File: config.mk
export PLATFORM = sky130hd
export DESIGN_NAME = resp_reply_stream_parser_flat
export DESIGN_NICKNAME = d
export VERILOG_FILES = /design/src/rrsp_pkg.sv /design/src/rrsp_if.sv /design/src/rrsp_datapath.sv /design/src/rrsp_ctrl.sv /design/src/resp_reply_stream_parser.sv /design/src/flat_wrapper.sv
export SDC_FILE = /design/constraint.sdc
export NUM_CORES = 1
export LEC_CHECK = 0
export BUFFER_PORTS_ARGS = -buffer_cell sky130_fd_sc_hd__buf_2
export CAP_MARGIN = 20
export CORE_MARGIN = 4
export CORE_UTILIZATION = 30
export CTS_BUF_LIST = sky130_fd_sc_hd__clkbuf_8
export CTS_CLUSTER_DIAMETER = 50
export DETAILED_ROUTE_END_ITERATION = 10
export PLACE_DENSITY_LB_ADDON = 0.1
export SLEW_MARGIN = 25
export SYNTH_ARGS = -nofsm -noshare
export SYNTH_HDL_FRONTEND = slang
export SYNTH_HIERARCHICAL = 1
export SYNTH_SLANG_ARGS = --single-unit
File: constraint.sdc
create_clock -name clk_i -period 12.9 [get_ports clk_i]
set_clock_uncertainty 0.05 [all_clocks]
set_input_delay 3.225 -clock clk_i [delete_from_list [all_inputs] [get_ports clk_i]]
set_output_delay 3.225 -clock clk_i [all_outputs]
set_load 0.01 [all_outputs]
File: src/rrsp_pkg.sv
// ----------------------------------------------------------------------------
// rrsp_pkg
// Shared types and constants of the reply stream parser: event codes,
// character codes, and the command and status words that join the
// controller to the datapath.
// ----------------------------------------------------------------------------
package rrsp_pkg;

  localparam int unsigned MAX_DEPTH_DEF = 8;

  localparam logic [7:0] CH_PLUS   = 8'h2B;
  localparam logic [7:0] CH_MINUS  = 8'h2D;
  localparam logic [7:0] CH_DOLLAR = 8'h24;
  localparam logic [7:0] CH_COLON  = 8'h3A;
  localparam logic [7:0] CH_STAR   = 8'h2A;
  localparam logic [7:0] CH_CR     = 8'h0D;
  localparam logic [7:0] CH_LF     = 8'h0A;
  localparam logic [7:0] CH_ZERO   = 8'h30;

  typedef enum logic [2:0] {
    EV_START = 3'd0,
    EV_BYTE  = 3'd1,
    EV_END   = 3'd2,
    EV_INT   = 3'd3,
    EV_ARRAY = 3'd4,
    EV_NIL   = 3'd5,
    EV_ERR   = 3'd6
  } event_e;

  typedef enum logic [1:0] {
    KIND_SIMPLE = 2'd0,
    KIND_ERROR  = 2'd1,
    KIND_BULK   = 2'd2
  } kind_e;

  typedef enum logic [1:0] {
    VAL_ZERO   = 2'd0,
    VAL_ACC    = 2'd1,
    VAL_SIGNED = 2'd2
  } vsel_e;

  typedef struct packed {
    logic   acc_clr;
    logic   acc_step;
    logic   kind_set;
    kind_e  kind_val;
    logic   bulk_load;
    logic   bulk_dec;
    logic   push;
    logic   stk_clr;
    logic   out_load_now;
    logic   msg_end;
    logic   pend_load;
    logic   out_load_pend;
    logic   dec_top;
    logic   dec_mem;
    event_e ev;
    vsel_e  vsel;
    logic   use_kind;
    logic   use_data;
  } cmd_t;

  typedef struct packed {
    logic slot_free;
    logic acc_zero;
    logic acc_neg;
    logic acc_next_big;
    logic bulk_one;
    logic depth_zero;
    logic depth_full;
    logic depth_one;
    logic cnt_zero;
  } stat_t;

endpackage

File: src/rrsp_if.sv
// ----------------------------------------------------------------------------
// rrsp_if
// Channel interfaces of the reply stream parser: raw byte input and parse
// event output, each with valid and ready.
// ----------------------------------------------------------------------------
interface rrsp_byte_if;
  logic       valid;
  logic       ready;
  logic [7:0] in_byte;

  modport source (output valid, output in_byte, input ready);
  modport sink   (input valid, input in_byte, output ready);
endinterface

interface rrsp_event_if;
  logic               valid;
  logic               ready;
  logic [2:0]         event_res;
  logic signed [63:0] value;
  logic [7:0]         data_byte;
  logic [1:0]         string_kind;
  logic [3:0]         nest_level;
  logic [3:0]         arrays_closed;
  logic               message_end;

  modport source (output valid, output event_res, output value, output data_byte,
                  output string_kind, output nest_level, output arrays_closed,
                  output message_end, input ready);
  modport sink   (input valid, input event_res, input value, input data_byte,
                  input string_kind, input nest_level, input arrays_closed,
                  input message_end, output ready);
endinterface

File: src/rrsp_datapath.sv
// ----------------------------------------------------------------------------
// rrsp_datapath
// Number accumulator, bulk counter, array count stack and the output event
// register of the reply stream parser.
// ----------------------------------------------------------------------------
module rrsp_datapath #(
  parameter int unsigned MAX_DEPTH = rrsp_pkg::MAX_DEPTH_DEF
) (
  input  logic               clk_i,
  input  logic               rst_ni,
  input  logic [7:0]         in_byte_i,
  input  rrsp_pkg::cmd_t     cmd_i,
  output rrsp_pkg::stat_t    stat_o,
  input  logic               out_ready_i,
  output logic               out_valid_o,
  output logic [2:0]         event_res_o,
  output logic signed [63:0] value_o,
  output logic [7:0]         data_byte_o,
  output logic [1:0]         string_kind_o,
  output logic [3:0]         nest_level_o,
  output logic [3:0]         arrays_closed_o,
  output logic               message_end_o
);
  import rrsp_pkg::*;

  localparam int unsigned DW = $clog2(MAX_DEPTH + 1);
  localparam int unsigned IW = (MAX_DEPTH > 1) ? $clog2(MAX_DEPTH) : 1;

  logic [63:0]   acc_q, acc_d, acc_mac;
  logic          neg_q, neg_d;
  logic [31:0]   bulk_q;
  kind_e         kind_q, kind_cur;
  logic [DW-1:0] depth_q, dm1;
  logic [31:0]   top_q, rdata_q, cnt_src, cnt;
  logic [31:0]   mem [MAX_DEPTH];
  logic [3:0]    closed_q;
  logic          out_valid_q;
  logic          slot_free;
  logic          dec;

  logic [63:0]   f_val;
  logic [7:0]    f_data;
  logic [1:0]    f_kind;
  logic [DW+3:0] lvl_w;
  logic [3:0]    f_lvl;

  logic [2:0]    pend_ev_q;
  logic [63:0]   pend_val_q;
  logic [1:0]    pend_kind_q;
  logic [3:0]    pend_lvl_q;

  assign acc_mac = (acc_q << 3) + (acc_q << 1) + {56'd0, in_byte_i} - {56'd0, CH_ZERO};

  always_comb begin
    acc_d = acc_q;
    neg_d = neg_q;
    if (cmd_i.acc_clr) begin
      acc_d = '0;
      neg_d = 1'b0;
    end else if (cmd_i.acc_step && in_byte_i != CH_CR) begin
      if (in_byte_i == CH_MINUS && acc_q == '0 && !neg_q) begin
        neg_d = 1'b1;
      end else begin
        acc_d = acc_mac;
      end
    end
  end

  assign dm1      = depth_q - DW'(1);
  assign dec      = cmd_i.dec_top | cmd_i.dec_mem;
  assign cnt_src  = cmd_i.dec_mem ? rdata_q : top_q;
  assign cnt      = cnt_src - 32'd1;
  assign kind_cur = cmd_i.kind_set ? cmd_i.kind_val : kind_q;
  assign slot_free = !out_valid_q || out_ready_i;

  always_comb begin
    case (cmd_i.vsel)
      VAL_ACC:    f_val = acc_q;
      VAL_SIGNED: f_val = neg_q ? (64'd0 - acc_q) : acc_q;
      default:    f_val = '0;
    endcase
  end

  assign f_data = cmd_i.use_data ? in_byte_i : 8'd0;
  assign f_kind = cmd_i.use_kind ? kind_cur : KIND_SIMPLE;
  assign lvl_w  = {4'd0, depth_q};
  assign f_lvl  = lvl_w[3:0];

  always_comb begin
    stat_o.slot_free    = slot_free;
    stat_o.acc_zero     = (acc_q == '0);
    stat_o.acc_neg      = neg_q;
    stat_o.acc_next_big = |acc_d[63:32];
    stat_o.bulk_one     = (bulk_q == 32'd1);
    stat_o.depth_zero   = (depth_q == '0);
    stat_o.depth_full   = (depth_q == DW'(MAX_DEPTH));
    stat_o.depth_one    = (depth_q == DW'(1));
    stat_o.cnt_zero     = (cnt == '0);
  end

  always_ff @(posedge clk_i or negedge rst_ni) begin
    if (!rst_ni) begin
      acc_q       <= '0;
      neg_q       <= 1'b0;
      bulk_q      <= '0;
      kind_q      <= KIND_SIMPLE;
      depth_q     <= '0;
      closed_q    <= '0;
      out_valid_q <= 1'b0;
    end else begin
      acc_q <= acc_d;
      neg_q <= neg_d;
      if (cmd_i.kind_set) begin
        kind_q <= cmd_i.kind_val;
      end
      if (cmd_i.bulk_load) begin
        bulk_q <= acc_q[31:0];
      end else if (cmd_i.bulk_dec) begin
        bulk_q <= bulk_q - 32'd1;
      end
      if (cmd_i.stk_clr) begin
        depth_q <= '0;
      end else if (cmd_i.push) begin
        depth_q <= depth_q + DW'(1);
      end else if (dec && cnt == '0) begin
        depth_q <= dm1;
      end
      if (cmd_i.pend_load) begin
        closed_q <= '0;
      end else if (dec && cnt == '0) begin
        closed_q <= closed_q + 4'd1;
      end
      if (cmd_i.out_load_now || cmd_i.out_load_pend) begin
        out_valid_q <= 1'b1;
      end else if (out_ready_i) begin
        out_valid_q <= 1'b0;
      end
    end
  end

  always_ff @(posedge clk_i) begin
    if (cmd_i.push && depth_q != '0) begin
      mem[dm1[IW-1:0]] <= top_q;
    end
    rdata_q <= mem[dm1[IW-1:0]];
    if (cmd_i.push) begin
      top_q <= acc_q[31:0];
    end else if (dec && cnt != '0) begin
      top_q <= cnt;
    end
    if (cmd_i.pend_load) begin
      pend_ev_q   <= cmd_i.ev;
      pend_val_q  <= f_val;
      pend_kind_q <= f_kind;
      pend_lvl_q  <= f_lvl;
    end
    if (cmd_i.out_load_now) begin
      event_res_o     <= cmd_i.ev;
      value_o         <= f_val;
      data_byte_o     <= f_data;
      string_kind_o   <= f_kind;
      nest_level_o    <= f_lvl;
      arrays_closed_o <= 4'd0;
      message_end_o   <= cmd_i.msg_end;
    end else if (cmd_i.out_load_pend) begin
      event_res_o     <= pend_ev_q;
      value_o         <= pend_val_q;
      data_byte_o     <= 8'd0;
      string_kind_o   <= pend_kind_q;
      nest_level_o    <= pend_lvl_q;
      arrays_closed_o <= closed_q;
      message_end_o   <= (depth_q == '0);
    end
  end

  assign out_valid_o = out_valid_q;

  a_depth_bound: assert property (@(posedge clk_i) disable iff (!rst_ni)
    depth_q <= DW'(MAX_DEPTH))
    else $error("array stack depth out of range");

  a_load_slot: assert property (@(posedge clk_i) disable iff (!rst_ni)
    (cmd_i.out_load_now || cmd_i.out_load_pend) |-> slot_free)
    else $error("output register overwritten");

  a_push_pop: assert property (@(posedge clk_i) disable iff (!rst_ni)
    !(cmd_i.push && dec))
    else $error("push and pop in one cycle");

endmodule

File: src/rrsp_ctrl.sv
// ----------------------------------------------------------------------------
// rrsp_ctrl
// Controller of the reply stream parser: decodes each byte against the parse
// mode and steps the array stack while an element completes open arrays.
// ----------------------------------------------------------------------------
module rrsp_ctrl (
  input  logic            clk_i,
  input  logic            rst_ni,
  input  logic            in_valid_i,
  input  logic [7:0]      in_byte_i,
  output logic            in_ready_o,
  input  rrsp_pkg::stat_t stat_i,
  output rrsp_pkg::cmd_t  cmd_o
);
  import rrsp_pkg::*;

  typedef enum logic [2:0] {S_IN, S_DEC, S_WAIT, S_DECM, S_EMIT} state_e;
  typedef enum logic [2:0] {
    M_TYPE, M_INT, M_ASIZE, M_BSIZE, M_STR, M_BULK, M_BTAIL, M_SKIP
  } mode_e;

  state_e state_q, state_d;
  mode_e  mode_q, mode_d;
  logic   accept, is_lf, fin, err;

  assign in_ready_o = (state_q == S_IN) && stat_i.slot_free;
  assign accept     = in_valid_i && in_ready_o;
  assign is_lf      = (in_byte_i == CH_LF);

  always_comb begin
    cmd_o   = '0;
    state_d = state_q;
    mode_d  = mode_q;
    fin     = 1'b0;
    err     = 1'b0;
    unique case (state_q)
      S_IN: begin
        if (accept) begin
          unique case (mode_q)
            M_TYPE: begin
              cmd_o.acc_clr = 1'b1;
              unique case (in_byte_i)
                CH_PLUS, CH_MINUS: begin
                  cmd_o.kind_set     = 1'b1;
                  cmd_o.kind_val     = (in_byte_i == CH_MINUS) ? KIND_ERROR : KIND_SIMPLE;
                  cmd_o.ev           = EV_START;
                  cmd_o.use_kind     = 1'b1;
                  cmd_o.out_load_now = 1'b1;
                  mode_d             = M_STR;
                end
                CH_DOLLAR: mode_d = M_BSIZE;
                CH_COLON:  mode_d = M_INT;
                CH_STAR:   mode_d = M_ASIZE;
                default:   err = 1'b1;
              endcase
            end
            M_INT: begin
              if (!is_lf) begin
                cmd_o.acc_step = 1'b1;
              end else begin
                cmd_o.ev   = EV_INT;
                cmd_o.vsel = VAL_SIGNED;
                fin        = 1'b1;
              end
            end
            M_ASIZE, M_BSIZE: begin
              if (!is_lf) begin
                cmd_o.acc_step = 1'b1;
                if (stat_i.acc_next_big) begin
                  mode_d = M_SKIP;
                end
              end else if (stat_i.acc_neg && !stat_i.acc_zero) begin
                cmd_o.ev = EV_NIL;
                fin      = 1'b1;
              end else if (mode_q == M_ASIZE) begin
                if (stat_i.acc_zero) begin
                  cmd_o.ev = EV_ARRAY;
                  fin      = 1'b1;
                end else if (stat_i.depth_full) begin
                  err = 1'b1;
                end else begin
                  cmd_o.push         = 1'b1;
                  cmd_o.ev           = EV_ARRAY;
                  cmd_o.vsel         = VAL_ACC;
                  cmd_o.out_load_now = 1'b1;
                  mode_d             = M_TYPE;
                end
              end else begin
                cmd_o.kind_set     = 1'b1;
                cmd_o.kind_val     = KIND_BULK;
                cmd_o.bulk_load    = 1'b1;
                cmd_o.ev           = EV_START;
                cmd_o.vsel         = VAL_ACC;
                cmd_o.use_kind     = 1'b1;
                cmd_o.out_load_now = 1'b1;
                mode_d             = stat_i.acc_zero ? M_BTAIL : M_BULK;
              end
            end
            M_STR: begin
              if (is_lf) begin
                cmd_o.ev       = EV_END;
                cmd_o.use_kind = 1'b1;
                fin            = 1'b1;
              end else if (in_byte_i != CH_CR) begin
                cmd_o.ev           = EV_BYTE;
                cmd_o.use_kind     = 1'b1;
                cmd_o.use_data     = 1'b1;
                cmd_o.out_load_now = 1'b1;
              end
            end
            M_BULK: begin
              cmd_o.ev           = EV_BYTE;
              cmd_o.use_kind     = 1'b1;
              cmd_o.use_data     = 1'b1;
              cmd_o.out_load_now = 1'b1;
              cmd_o.bulk_dec     = 1'b1;
              if (stat_i.bulk_one) begin
                mode_d = M_BTAIL;
              end
            end
            M_BTAIL: begin
              if (is_lf) begin
                cmd_o.ev       = EV_END;
                cmd_o.use_kind = 1'b1;
                fin            = 1'b1;
              end
            end
            M_SKIP: begin
              if (is_lf) begin
                err = 1'b1;
              end
            end
            default: mode_d = M_TYPE;
          endcase
        end
      end
      S_DEC, S_DECM: begin
        cmd_o.dec_top = (state_q == S_DEC);
        cmd_o.dec_mem = (state_q == S_DECM);
        if (!stat_i.cnt_zero || stat_i.depth_one) begin
          state_d = S_EMIT;
        end else begin
          state_d = S_WAIT;
        end
      end
      S_WAIT: state_d = S_DECM;
      S_EMIT: begin
        if (stat_i.slot_free) begin
          cmd_o.out_load_pend = 1'b1;
          state_d             = S_IN;
        end
      end
      default: state_d = S_IN;
    endcase

    if (err) begin
      cmd_o.ev           = EV_ERR;
      cmd_o.vsel         = VAL_ZERO;
      cmd_o.use_kind     = 1'b0;
      cmd_o.out_load_now = 1'b1;
      cmd_o.msg_end      = 1'b1;
      cmd_o.stk_clr      = 1'b1;
      mode_d             = M_TYPE;
    end
    if (fin) begin
      mode_d = M_TYPE;
      if (stat_i.depth_zero) begin
        cmd_o.out_load_now = 1'b1;
        cmd_o.msg_end      = 1'b1;
      end else begin
        cmd_o.pend_load = 1'b1;
        state_d         = S_DEC;
      end
    end
  end

  always_ff @(posedge clk_i or negedge rst_ni) begin
    if (!rst_ni) begin
      state_q <= S_IN;
      mode_q  <= M_TYPE;
    end else begin
      state_q <= state_d;
      mode_q  <= mode_d;
    end
  end

endmodule

File: src/resp_reply_stream_parser.sv
// ----------------------------------------------------------------------------
// resp_reply_stream_parser
// Streaming reply parser: one byte in, at most one parse event out.
// ----------------------------------------------------------------------------
// Takes at most one byte per cycle, when it is ready for input, and returns
// at most one event per byte from an output register. A byte is taken only
// while that register is free or its event leaves in the same cycle. Bytes
// that produce no event, events that open an array, and events that complete
// an element outside any open array keep the controller in its input state.
// An element that completes inside an open array first decrements the top
// count; the stack of remaining counts sits in a memory with a registered
// read, and each further pop waits for the next count before it decrements it.
// No clearing pass follows reset.
module resp_reply_stream_parser #(
  parameter int unsigned MAX_DEPTH = rrsp_pkg::MAX_DEPTH_DEF
) (
  input logic               clk_i,
  input logic               rst_ni,
  rrsp_byte_if.sink         in_i,
  rrsp_event_if.source      out_o
);
  import rrsp_pkg::*;

  cmd_t  cmd;
  stat_t stat;

  rrsp_ctrl u_ctrl (
    .clk_i      (clk_i),
    .rst_ni     (rst_ni),
    .in_valid_i (in_i.valid),
    .in_byte_i  (in_i.in_byte),
    .in_ready_o (in_i.ready),
    .stat_i     (stat),
    .cmd_o      (cmd)
  );

  rrsp_datapath #(.MAX_DEPTH(MAX_DEPTH)) u_datapath (
    .clk_i           (clk_i),
    .rst_ni          (rst_ni),
    .in_byte_i       (in_i.in_byte),
    .cmd_i           (cmd),
    .stat_o          (stat),
    .out_ready_i     (out_o.ready),
    .out_valid_o     (out_o.valid),
    .event_res_o     (out_o.event_res),
    .value_o         (out_o.value),
    .data_byte_o     (out_o.data_byte),
    .string_kind_o   (out_o.string_kind),
    .nest_level_o    (out_o.nest_level),
    .arrays_closed_o (out_o.arrays_closed),
    .message_end_o   (out_o.message_end)
  );

endmodule

File: src/flat_wrapper.sv
// flat-port wrapper written by rule: the top's interface ports become plain ports
module resp_reply_stream_parser_flat import rrsp_pkg::*;
#(
  parameter int unsigned MAX_DEPTH = rrsp_pkg::MAX_DEPTH_DEF
)
  (clk_i, rst_ni, in_i_valid, in_i_in_byte, in_i_ready, out_o_valid, out_o_event_res, out_o_value, out_o_data_byte, out_o_string_kind, out_o_nest_level, out_o_arrays_closed, out_o_message_end, out_o_ready);
  rrsp_byte_if in_i_i ();
  rrsp_event_if out_o_i ();
  input logic clk_i;
  input logic rst_ni;
  input wire logic [$bits(in_i_i.valid)-1:0] in_i_valid;
  input wire logic [$bits(in_i_i.in_byte)-1:0] in_i_in_byte;
  output wire logic [$bits(in_i_i.ready)-1:0] in_i_ready;
  output wire logic [$bits(out_o_i.valid)-1:0] out_o_valid;
  output wire logic [$bits(out_o_i.event_res)-1:0] out_o_event_res;
  output wire logic [$bits(out_o_i.value)-1:0] out_o_value;
  output wire logic [$bits(out_o_i.data_byte)-1:0] out_o_data_byte;
  output wire logic [$bits(out_o_i.string_kind)-1:0] out_o_string_kind;
  output wire logic [$bits(out_o_i.nest_level)-1:0] out_o_nest_level;
  output wire logic [$bits(out_o_i.arrays_closed)-1:0] out_o_arrays_closed;
  output wire logic [$bits(out_o_i.message_end)-1:0] out_o_message_end;
  input wire logic [$bits(out_o_i.ready)-1:0] out_o_ready;
  assign in_i_i.valid = in_i_valid;
  assign in_i_i.in_byte = in_i_in_byte;
  assign in_i_ready = in_i_i.ready;
  assign out_o_valid = out_o_i.valid;
  assign out_o_event_res = out_o_i.event_res;
  assign out_o_value = out_o_i.value;
  assign out_o_data_byte = out_o_i.data_byte;
  assign out_o_string_kind = out_o_i.string_kind;
  assign out_o_nest_level = out_o_i.nest_level;
  assign out_o_arrays_closed = out_o_i.arrays_closed;
  assign out_o_message_end = out_o_i.message_end;
  assign out_o_i.ready = out_o_ready;
  resp_reply_stream_parser #(.MAX_DEPTH(MAX_DEPTH)) u_core (.clk_i(clk_i), .rst_ni(rst_ni), .in_i(in_i_i), .out_o(out_o_i));
endmodule
==> results.toml <==
[clock_tree]
tritoncts = "built"
cts-root-buf = "clkbuf_8"
clkLatencyLatePin_ps = 750
clkTransAtPathRegs_ps = 60
htreeDepth = 3
postCtsSetupBuffers = 0
numCtsBuffers = 112
cts_buffer_depth = 3
postCtsResizedCells = 0
clock-sinks = 593
postCtsHoldBufs = 0

[synthesis]
yosys_warnings = 6
syn-cell-area_sq_um = 32500
synth_top_area_cell = "edfxtp_1"
synth_edf_count = 443
synthDistinctLibCells = 93
synth_seq_cells = 593
synth-async-reset-ratio = 0.192
ys.flop_type = "edfxtp_1"
yosysTopAreaCellShare = 0.409
yosys-top-cells-area = "edfxtp_1 (41%), dfrtp_1 (8.8%), ha_1 (7.3%)"
seq_area_frac_synth = 0.519
synth_nets = 3261
syn_inst = 3054
syn_avg_cell_area_sq_um = 10.7

[sta]
worst_slack_ps = 3490
finalHoldViolCount = 0
setup_viol = 0
fin_crit_sh = 0.729
worstMarginPinSlew_ps = 1020
tns_ps = 0
rsz0062_at_grt = "false"
final_max_slew_viol_count = 0
worst_slew_margin_rel = 0.319
fin_crit_ps = 9410
fmax_ghz = 0.106

[global_route]
gr-usage-all-layers = 0.189
grt_pass1_wl_mm = 162
gr-total-overflow = 0
antenna_found_initial = 2
grt_pass1_vias = 24700
grt_max_degree = 67

[detailed_routing]
drtAntennaViolNets = 0
drtIter0Drc = 1966
via_count = 24700
first_pass_iters = 6
finalWirelength_mm = 109
drc = 0
drt-vias-per-instance = 5.31
wire_per_inst_microns = 23.4

[placement]
place_area_sq_um = 34600
gp_congestion = 0.875
port_buffers = 99
place_ws_ps = 2780
dp_hpwl_mm = 74.3

[floorplanning]
initial_core_util = 0.303
die_w_microns = 337
rows = 120
coreArea_sq_um = 107000
die_h_microns = 337
ioPinCount = 100
die-area_sq_um = 114000

[setup_path]
end_kind = "flop"
critPathRequiredTime_ps = 13470
start_kind = "input port"
crit_chain = "buf_2 > inv_1 > fa_1 > inv_1 > ha_1 > ha_1 > fa_1 > a211oi_1 > nor2_1 > o21ai_0 > a2111oi_1 > o31ai_1 > a211o_1 > o21ai_0 > xor2_1 > a2111oi_0 > and4b_1 > nand4_1 > a21oi_1 > a21oi_1 > o221ai_2 > a31oi_4 > mux2_1"
path_class = "input port to flop"
crit_path_top_delay_cell = "a2111oi_0"
cp_top_family = "compound AO/OA/AOI/OAI gates"
crit_fanout = 12
worstPathArrival_ps = 9970
crit_path_max_incr_delay_ps = 770
worst-path-buf-inv = 3

[finish]
final_nets = 3346
areaGrowthSynthToFinish_pct = 13.2
fin_area_sq_um = 36900
drive_gt1_frac = 0.138

[flow_run]
cap_violations = 0

[run_status]
status = "finished, final reports clean"

[worst_hold_path]
worstHoldPathType = "flop to flop"
[cells in the mapped netlist, types with 13 or more instances]
master    number
edfxtp_1     443
mux2_2        82
nor3_1       105
a22oi_1      132
o31ai_1       26
o21ai_0      180
a22o_1        20
and3_1        17
nor2_1       226
dfrtp_1      114
nor3b_1       15
nor2b_1       14
a21oi_1      177
nand4_1       89
xnor2_1       67
mux2i_1       36
a21o_1        31
inv_1        222
buf_1         14
nand2_1      263
nand2b_1      19
xor2_1        56
o41ai_1       13
nor4_1        32
clkbuf_1     137
nand3_1       31
ha_1         189
dfxtp_1       36
o21a_1        17
or3_1         21
[placed cells by master, fill, tap and decap left out, drive strengths merged, types with 18 or more instances in the layout]
cell type	netlist	layout
nor2	226	226
edfxtp	443	443
xnor2	67	67
a21o	31	31
a22oi	132	132
clkinv	0	32
nor3b	18	18
nor4	36	36
buf	33	141
dfxtp	36	36
mux2	85	85
a22o	20	20
a21oi	177	177
dfrtp	114	114
mux2i	38	38
nor3	109	109
clkbuf	137	121
ha	189	189
nand2	263	263
nand2b	19	19
or3	23	23
o21ai	184	184
nand4	89	89
xor2	56	56
nand3	32	32
inv	222	270
o31ai	26	26
[worst reg2reg max path, cell delays in order (launching register included)]
cell and delay (ps):
dfrtp_1 640, inv_1 260, ha_1 340, inv_1 40, ha_1 280, ha_1 440, nand2_1 130, or4_1 590
or3_1 410, a2111oi_1 750, o31ai_1 240, a211o_1 350, o21ai_0 210, xor2_1 150, a2111oi_0 770, and4b_1 300
nand4_1 390, a21oi_1 320, a21oi_1 80, o221ai_2 270, a31oi_4 140, mux2_1 330
[sequential cells by signal (all words and copies together), names as in the netlist, 4 cells and up]
signal and cells:
u_core/u_datapath/value_o 64, u_core/u_datapath/acc_q 64, u_core/u_datapath/pend_lvl_q 4, u_core/u_datapath/pend_val_q 64
u_core/u_datapath/bulk_q 32, u_core/u_datapath/closed_q 4, u_core/u_datapath/nest_level_o 4, u_core/u_datapath/depth_q 4
u_core/u_datapath/arrays_closed_o 4, u_core/u_datapath/mem 256, u_core/u_datapath/rdata_q 32, u_core/u_datapath/top_q 32
u_core/u_datapath/data_byte_o 8
[final timing paths]
path | from | slack (ps) | end | cells after the start
max in group asynchronous | rst_ni | 8950 | u_core/u_datapath/acc_q[36] | 3
worst min register to register | u_core/u_datapath/mem[3][24] | 420 | u_core/u_datapath/rdata_q[24] | 2
worst min-delay path | u_core/u_datapath/mem[3][24] | 420 | u_core/u_datapath/rdata_q[24] | 2
worst max register to register | u_core/u_datapath/acc_q[28] | 5300 | u_core/u_ctrl/mode_q[1] | 21
min in group asynchronous | rst_ni | 2240 | u_core/u_datapath/acc_q[62] | 1
worst max-delay path | in_i_in_byte[3] | 3490 | u_core/u_ctrl/mode_q[1] | 23
[cell type report]
type	instances	area [sq um]
fillers	10800	70500
inverters	222	833
clock buffers	121	1670
diodes	2	5.00
clock inverters	93	601
repair buffers	141	837
well taps	1403	1760
multi-input cells	2069	14300
flip-flops and latches	593	16900
[through the flow]
step | std cells | util | hold WS [ps]
floorplan | 3054 | - | 394
global placement | 4427 | 0.322 | 415
detailed placement | 4428 | 0.322 | 409
CTS | 4642 | 0.343 | 422
global route | 4643 | 0.343 | 446
finish | 4644 | 0.343 | 418
[cell families (layout without fill, tap and decap cells)]
logic type / after synthesis / in the layout / synth area share
AOI/OAI and AO/OA: 707 / 707 / 0.140
xor gates and xnor gates: 123 / 123 / 0.0331
adders and majority gates: 195 / 195 / 0.0764
buffers and inverters: 392 / 577 / 0.0474
DFF: 593 / 593 / 0.519
muxes: 123 / 123 / 0.0416
other: 0 / 2 / 0
and+or+nand+nor: 921 / 921 / 0.143
[per-layer routing]
metal  vias to the layer above  part of all wire  track usage
met5                         -                 0            0
met2                       725              0.45        0.299
met4                         0             0.018       0.0443
met3                       124             0.054       0.0300
li1                      11500                 -            -
met1                     12300              0.47        0.271
Power is left out: the tool's default activity adds up to more than one toggle a clock period on the data nets, which glitch-free logic cannot reach.
